`config.mk`:
```
export PLATFORM = sky130hd
export DESIGN_NAME = positional_list_buffer
export DESIGN_NICKNAME = d
export VERILOG_FILES = /design/src/design/plb_pkg.sv /design/src/design/positional_list_buffer.sv /design/src/design/plb_mem.sv
export SDC_FILE = /design/constraint.sdc
export NUM_CORES = 1
export LEC_CHECK = 0
export ABC_AREA = 1
export BUFFER_PORTS_ARGS = -buffer_cell sky130_fd_sc_hd__buf_2
export CAP_MARGIN = 25
export CORE_MARGIN = 8
export CORE_UTILIZATION = 45
export DETAILED_ROUTE_END_ITERATION = 16
export PLACE_DENSITY = 0.64
export RECOVER_POWER = 25
export SYNTH_ARGS = -nofsm -noshare
export SYNTH_HDL_FRONTEND = slang
export SYNTH_SLANG_ARGS = --single-unit
export TNS_END_PERCENT = 30
```
`constraint.sdc`:
```
create_clock -name i_clk -period 7.5 [get_ports i_clk]
set_input_delay 1.5 -clock i_clk [delete_from_list [all_inputs] [get_ports i_clk]]
set_output_delay 1.5 -clock i_clk [all_outputs]
set_load 0.05 [all_outputs]
```
`src/design/plb_pkg.sv`:
```
// shared types and constants for the positional list buffer
package plb_pkg;

    localparam int DEPTH = 16;
    localparam int AW    = $clog2(DEPTH);
    localparam int CW    = $clog2(DEPTH + 1);
    localparam int PW    = 5;
    localparam int DW    = 32;
    localparam int CMPW  = ((PW > CW) ? PW : CW) + 1;

    localparam logic [1:0] OP_INSERT = 2'd0;
    localparam logic [1:0] OP_DELETE = 2'd1;
    localparam logic [1:0] OP_GET    = 2'd2;

    typedef logic [AW-1:0]        t_addr;
    typedef logic signed [DW-1:0] t_data;

    typedef struct packed {
        logic [1:0]          operation;
        logic [PW-1:0]       position;
        logic signed [DW-1:0] value;
    } t_req;

    typedef struct packed {
        logic                 status;
        logic signed [DW-1:0] read_value;
    } t_rsp;

    typedef struct packed {
        logic  we;
        t_addr waddr;
        t_data wdata;
        t_addr raddr;
    } t_mem_cmd;

endpackage

```
`src/design/positional_list_buffer.sv`:
```
// positional list buffer top level: request checks, shift sequencer and storage
//
// Holds an ordered list of up to 16 signed 32-bit words addressed by 1-based
// position. A request (operation, position, value) is taken at a rising edge
// with start high and busy low. Insert places the value before the position,
// delete removes the entry there, get reads it. Refused requests give status
// 1 and leave the list alone.
// Each request gives exactly one response, shown on o_rsp for one cycle with
// o_valid high; the receiver cannot stall it. busy falls in that same cycle.
// An error, an append or a delete of the last entry is answered straight from
// the idle state. A get first reads storage (S_GET_READ). An insert moves each
// entry from the tail down to the position up one place (S_INS_SHIFT) and then
// writes the value (S_INS_PUT); a delete moves each later entry down one place
// (S_DEL_SHIFT); the single port pair reads one entry and writes one per cycle.
// Reset clears the state, the entry count and o_valid; storage is not cleared
// and what it holds beyond the count is never used.
module positional_list_buffer (
    input  logic          i_clk,
    input  logic          i_rst_n,
    input  logic          start,
    output logic          busy,
    input  plb_pkg::t_req i_req,
    output logic          o_valid,
    output plb_pkg::t_rsp o_rsp
);

    typedef enum logic [2:0] {
        S_IDLE,
        S_INS_SHIFT,
        S_INS_PUT,
        S_DEL_SHIFT,
        S_GET_READ
    } t_state;

    t_state                r_state;
    plb_pkg::t_req         r_req;
    logic [plb_pkg::CW-1:0] r_count;
    plb_pkg::t_addr        r_ptr;
    logic                  r_valid;
    plb_pkg::t_rsp         r_rsp;

    plb_pkg::t_mem_cmd     n_cmd;
    plb_pkg::t_data        mem_rdata;

    logic [plb_pkg::CMPW-1:0] pos_x;
    logic [plb_pkg::CMPW-1:0] cnt_x;
    logic                     pos_nz;
    logic                     ins_ok;
    logic                     rd_ok;
    logic                     ins_append;
    logic                     del_tail;
    plb_pkg::t_addr           pos_m1;
    plb_pkg::t_addr           cnt_m1;
    plb_pkg::t_addr           r_pos_m1;
    logic                     accept;

    assign accept     = start && (r_state == S_IDLE);
    assign busy       = (r_state != S_IDLE);
    assign pos_x      = plb_pkg::CMPW'(i_req.position);
    assign cnt_x      = plb_pkg::CMPW'(r_count);
    assign pos_nz     = (i_req.position != '0);
    assign ins_ok     = (cnt_x < plb_pkg::CMPW'(plb_pkg::DEPTH)) && pos_nz
                        && (pos_x <= cnt_x + plb_pkg::CMPW'(1));
    assign rd_ok      = pos_nz && (pos_x <= cnt_x);
    assign ins_append = (pos_x == cnt_x + plb_pkg::CMPW'(1));
    assign del_tail   = (pos_x == cnt_x);
    assign pos_m1     = plb_pkg::AW'(i_req.position - 1'b1);
    assign cnt_m1     = plb_pkg::AW'(r_count - 1'b1);
    assign r_pos_m1   = plb_pkg::AW'(r_req.position - 1'b1);

    // memory port control
    always_comb begin
        n_cmd = '{we: 1'b0, waddr: '0, wdata: '0, raddr: '0};
        unique case (r_state)
            S_IDLE: begin
                if (accept) begin
                    unique case (i_req.operation)
                        plb_pkg::OP_INSERT: begin
                            if (ins_ok && ins_append) begin
                                n_cmd.we    = 1'b1;
                                n_cmd.waddr = pos_m1;
                                n_cmd.wdata = i_req.value;
                            end else begin
                                n_cmd.raddr = cnt_m1;
                            end
                        end
                        plb_pkg::OP_DELETE: n_cmd.raddr = plb_pkg::AW'(i_req.position);
                        default:            n_cmd.raddr = pos_m1;
                    endcase
                end
            end
            S_INS_SHIFT: begin
                n_cmd.we    = 1'b1;
                n_cmd.waddr = r_ptr + 1'b1;
                n_cmd.wdata = mem_rdata;
                n_cmd.raddr = r_ptr - 1'b1;
            end
            S_INS_PUT: begin
                n_cmd.we    = 1'b1;
                n_cmd.waddr = r_pos_m1;
                n_cmd.wdata = r_req.value;
            end
            S_DEL_SHIFT: begin
                n_cmd.we    = 1'b1;
                n_cmd.waddr = r_ptr - 1'b1;
                n_cmd.wdata = mem_rdata;
                n_cmd.raddr = r_ptr + 1'b1;
            end
            default: begin
                n_cmd.raddr = r_pos_m1;
            end
        endcase
    end

    always_ff @(posedge i_clk) begin
        if (!i_rst_n) begin
            r_state <= S_IDLE;
            r_count <= '0;
            r_valid <= 1'b0;
        end else begin
            r_valid <= 1'b0;
            unique case (r_state)
                S_IDLE: begin
                    if (accept) begin
                        r_req <= i_req;
                        r_rsp <= '{status: 1'b1, read_value: '0};
                        unique case (i_req.operation)
                            plb_pkg::OP_INSERT: begin
                                if (!ins_ok) begin
                                    r_valid <= 1'b1;
                                end else if (ins_append) begin
                                    r_count <= r_count + 1'b1;
                                    r_rsp   <= '{status: 1'b0, read_value: '0};
                                    r_valid <= 1'b1;
                                end else begin
                                    r_ptr   <= cnt_m1;
                                    r_state <= S_INS_SHIFT;
                                end
                            end
                            plb_pkg::OP_DELETE: begin
                                if (!rd_ok) begin
                                    r_valid <= 1'b1;
                                end else if (del_tail) begin
                                    r_count <= r_count - 1'b1;
                                    r_rsp   <= '{status: 1'b0, read_value: '0};
                                    r_valid <= 1'b1;
                                end else begin
                                    r_ptr   <= plb_pkg::AW'(i_req.position);
                                    r_state <= S_DEL_SHIFT;
                                end
                            end
                            plb_pkg::OP_GET: begin
                                if (!rd_ok) begin
                                    r_valid <= 1'b1;
                                end else begin
                                    r_state <= S_GET_READ;
                                end
                            end
                            default: begin
                                r_valid <= 1'b1;
                            end
                        endcase
                    end
                end
                S_INS_SHIFT: begin
                    if (r_ptr == r_pos_m1) begin
                        r_state <= S_INS_PUT;
                    end else begin
                        r_ptr <= r_ptr - 1'b1;
                    end
                end
                S_INS_PUT: begin
                    r_count <= r_count + 1'b1;
                    r_rsp   <= '{status: 1'b0, read_value: '0};
                    r_valid <= 1'b1;
                    r_state <= S_IDLE;
                end
                S_DEL_SHIFT: begin
                    if (r_ptr == cnt_m1) begin
                        r_count <= r_count - 1'b1;
                        r_rsp   <= '{status: 1'b0, read_value: '0};
                        r_valid <= 1'b1;
                        r_state <= S_IDLE;
                    end else begin
                        r_ptr <= r_ptr + 1'b1;
                    end
                end
                S_GET_READ: begin
                    r_rsp   <= '{status: 1'b0, read_value: mem_rdata};
                    r_valid <= 1'b1;
                    r_state <= S_IDLE;
                end
                default: begin
                    r_state <= S_IDLE;
                end
            endcase
        end
    end

    plb_mem u_mem (
        .i_clk   (i_clk),
        .i_cmd   (n_cmd),
        .o_rdata (mem_rdata)
    );

    assign o_valid = r_valid;
    assign o_rsp   = r_rsp;

endmodule

```
`src/design/plb_mem.sv`:
```
// list storage: one write port, one registered read port
module plb_mem (
    input  logic              i_clk,
    input  plb_pkg::t_mem_cmd i_cmd,
    output plb_pkg::t_data    o_rdata
);

    plb_pkg::t_data r_mem [plb_pkg::DEPTH];
    plb_pkg::t_data r_rdata;

    always_ff @(posedge i_clk) begin
        if (i_cmd.we) begin
            r_mem[i_cmd.waddr] <= i_cmd.wdata;
        end
    end

    always_ff @(posedge i_clk) begin
        r_rdata <= r_mem[i_cmd.raddr];
    end

    assign o_rdata = r_rdata;

endmodule

```
==> reports/results.txt <==
NetSw = 4870 µW
aggregate global-route resource usage = 21.2%
H-tree depth = 3
total power = 12800 µW
Final GP Congestion = 0.890
clock tree from TritonCTS = built
max cap viols = 5
Post-CTS Setup Bufs = 0
share of layout cells above drive strength 1 = 6.74%
simple logic cell fraction of the synthesized area = 22.0%
die width = 263 µm
initial antenna violation count = 1
main combinational cell family by area after synthesis = simple AND/OR/NAND/NOR gates
failing checks = max-capacitance violations, max-slew violations
hold crit path type = reg -> reg
Max IR drop VDD = 0.204 mV
Clock Latency Late Sink = 0.61 ns
nature of the critical path endpoint = flip-flop
part of the power in registers = 39.4%
clock skew = 0.0181 ns
CP Data Arrival Time = 6.43 ns
PostCTS Resize Cnt = 0
startpoint types = flip-flop
Non-Filler Instances = 3511
row cnt = 90
Num CTS Buffers = 68
diode count = 0
CTS sink cnt = 626
Int Pwr = 7890 µW
fin crit share = 79.4%
Sw Ratio = 38.2%
Adder-Cell Fraction of Synth Area = 0.729%
syn avg cell area = 10.5 µm²
DRT Pass-1 Iters = 5
clock root buffer = clkbuf_16
worst-path cell chain = clkbuf_1 > inv_1 > nand2_1 > nor2_1 > inv_1 > nor2_1 > nor3_1 > a21boi_4 > buf_4 > clkinv_2 > buf_4 > nand3_1 > nand3_1 > nand2_1
initial drt markers = 2129
number of synthesis warnings = 0
DR vias = 19300
Hold-fix buffers, CTS = 0
CORE AREA = 0.0604 mm²
Clock Tree Buf Depth = 3
fraction of the yosys area taken by sequential cells = 67.0%
number of global-route vias before repair = 19000
Syn Inst Count = 2618
CP max-delay cell = clkbuf_1
leakage power = 0.0126 µW
RSZ-0062 raised after global routing = no
xor/xnor share of the synthesized area = 0.574%
Syn Nets = 2676
first-pass GRT wire length = 114000 µm
final WL = 75100 µm
Hold Slack = 0.549 ns
drc violations = 0
Synth Cell Area = 0.0275 mm²
commonest non-fill, non-tap cell in the layout = nand2_1
Synth Area in Compound Gates = 2.07%
largest net degree at the start of global routing = 155
ys async rst share = 0%
crit path max fanout = 42
Die Span Y = 263 µm
status = finished with violations
Logic pwr share = 35.0%
Initial Utilization = 45.5%
post-DP HPWL = 42200 µm
Hold Fails Final Rpt = 0
commonest cells after routing, fill and taps aside = nand2_1 (600), nand3_1 (598), edfxtp_1 (585)
Placement Setup Slack = 2.21 ns
Slew Limit Fails = 102
grt total ovfl = 0
final worst path period need = 5.95 ns
DP Cell Count = 3384
Ports = 77
vias per cell = 5.50
wire length per cell = 21.4 µm
WP data required = 7.98 ns
worst slew pin tran = 1.85 ns
clk slew on worst S/H paths = 0.06 ns
Crit Path Class = reg -> reg
CP max stage delay = 1.23 ns
PnR worst setup slack = 1.55 ns
mux share of post-synthesis cell area = 0.0729%
top_reg_cell synth = edfxtp_1
Antenna Nets Post-Route = 0
Final setup viols = 0
Cell Pwr Density = 414 mW/mm²
Post-synth EDFFs = 585
die area = 0.0692 mm²
nets = 2734
setup tns final = 0 ns
Fmax = 168 MHz
power share of the clock group = 25.7%
Area growth syn-to-layout = 12.4%
Distinct cells, synth = 44
register bit count reported by yosys = 626
Worst slew margin = -24.3%
port bufs = 76
[critical path, delay by kind of cell, from the launching register on]
kind / cells / cell delay, ns
AOI/OAI and AO/OA: 1 / 0.09
buffers and inverters: 6 / 3.19
and+or+nand+nor: 7 / 2.16
DFF: 1 / 0.31
[registers in the layout, indices dropped and copies added, names as in the netlist]
signal	flops
o_rsp	33
o_valid	1
r_count	5
r_ptr	4
r_req	36
r_state	3
u_mem.o_rdata	32
u_mem.r_mem	512
[cells in the mapped netlist (3+ instances only)]
cell	number	area [µm²]
o21ai_1	4	20.0
dfxtp_1	41	821
nand2_1	600	2250
buf_2	82	410
nor3_1	5	25.0
ha_1	16	200
xnor2_1	7	61.3
nand3b_1	32	240
xor2_1	11	96.3
a31oi_1	8	50.1
buf_4	11	82.6
nand2_2	3	18.8
o21ai_0	16	80.1
a22oi_1	17	128
clkbuf_1	41	154
a221oi_1	8	70.1
nand4_1	6	37.5
edfxtp_1	585	17600
nor2_2	3	18.8
o211ai_1	6	45.0
buf_1	11	41.3
nand3_1	598	2990
inv_1	366	1370
inv_2	4	15.0
nor2_1	90	338
a21oi_1	23	115
[metal layers]
layer	wire [µm]	GRT usage [%]	up-vias	share of wire (%)
met1	31900	28.9	9360	42
met4	1810	6.77	0	2.4
met3	6590	4.30	128	8.8
li1	-	-	8949	-
met5	0	0	-	0
met2	34800	33.8	860	46
[cell families after synthesis]
kind of cell               count (synthesis)
buffers and inverters                    518
adders and majority gates                 16
and+or+nand+nor                         1348
xor gates and xnor gates                  18
muxes                                      2
DFF                                      626
AOI/OAI and AO/OA                         90
[through the flow]
step                      utilization, %  area [µm²]
after global placement              47.6       28700
after detailed placement            47.8       28800
after CTS                           51.3       31000
after floorplan                        -       27500
after global routing                51.1       30800
final                               51.1       30800
[power groups by stage]
stage / Combinational, µW / Sequential [µW] / Clock [µW]
after floorplan: 2840 / 5220 / 0
after global placement: 4410 / 5080 / 0
after detailed placement: 4470 / 5090 / 0
after CTS: 4490 / 5020 / 3320
after global routing: 4920 / 5080 / 3450
final: 4460 / 5030 / 3280
[final cells by class]
cell class | count | area [µm²]
Clock buffer | 93 | 1870
Clock inverter | 30 | 290
Fill cell | 5335 | 29500
Inverter | 371 | 1400
Multi-Input combinational cell | 1474 | 7130
Sequential cell | 626 | 18400
Tap cell | 782 | 978
Timing Repair Buffer | 135 | 796
[worst paths after layout]
check / start / to / slack (ns) / cells past startpoint
max: r_state[2]$_SDFFE_PN0P_ / u_mem.o_rdata[3]$_DFF_P_ / 1.55 / 14
max reg2reg: r_state[2]$_SDFFE_PN0P_ / u_mem.o_rdata[3]$_DFF_P_ / 1.55 / 14
min: u_mem.o_rdata[23]$_DFF_P_ / o_rsp[23]$_DFFE_PP_ / 0.55 / 2
min reg2reg: u_mem.o_rdata[23]$_DFF_P_ / o_rsp[23]$_DFFE_PP_ / 0.55 / 2
Note: power is estimated with default switching activity, not from simulation.
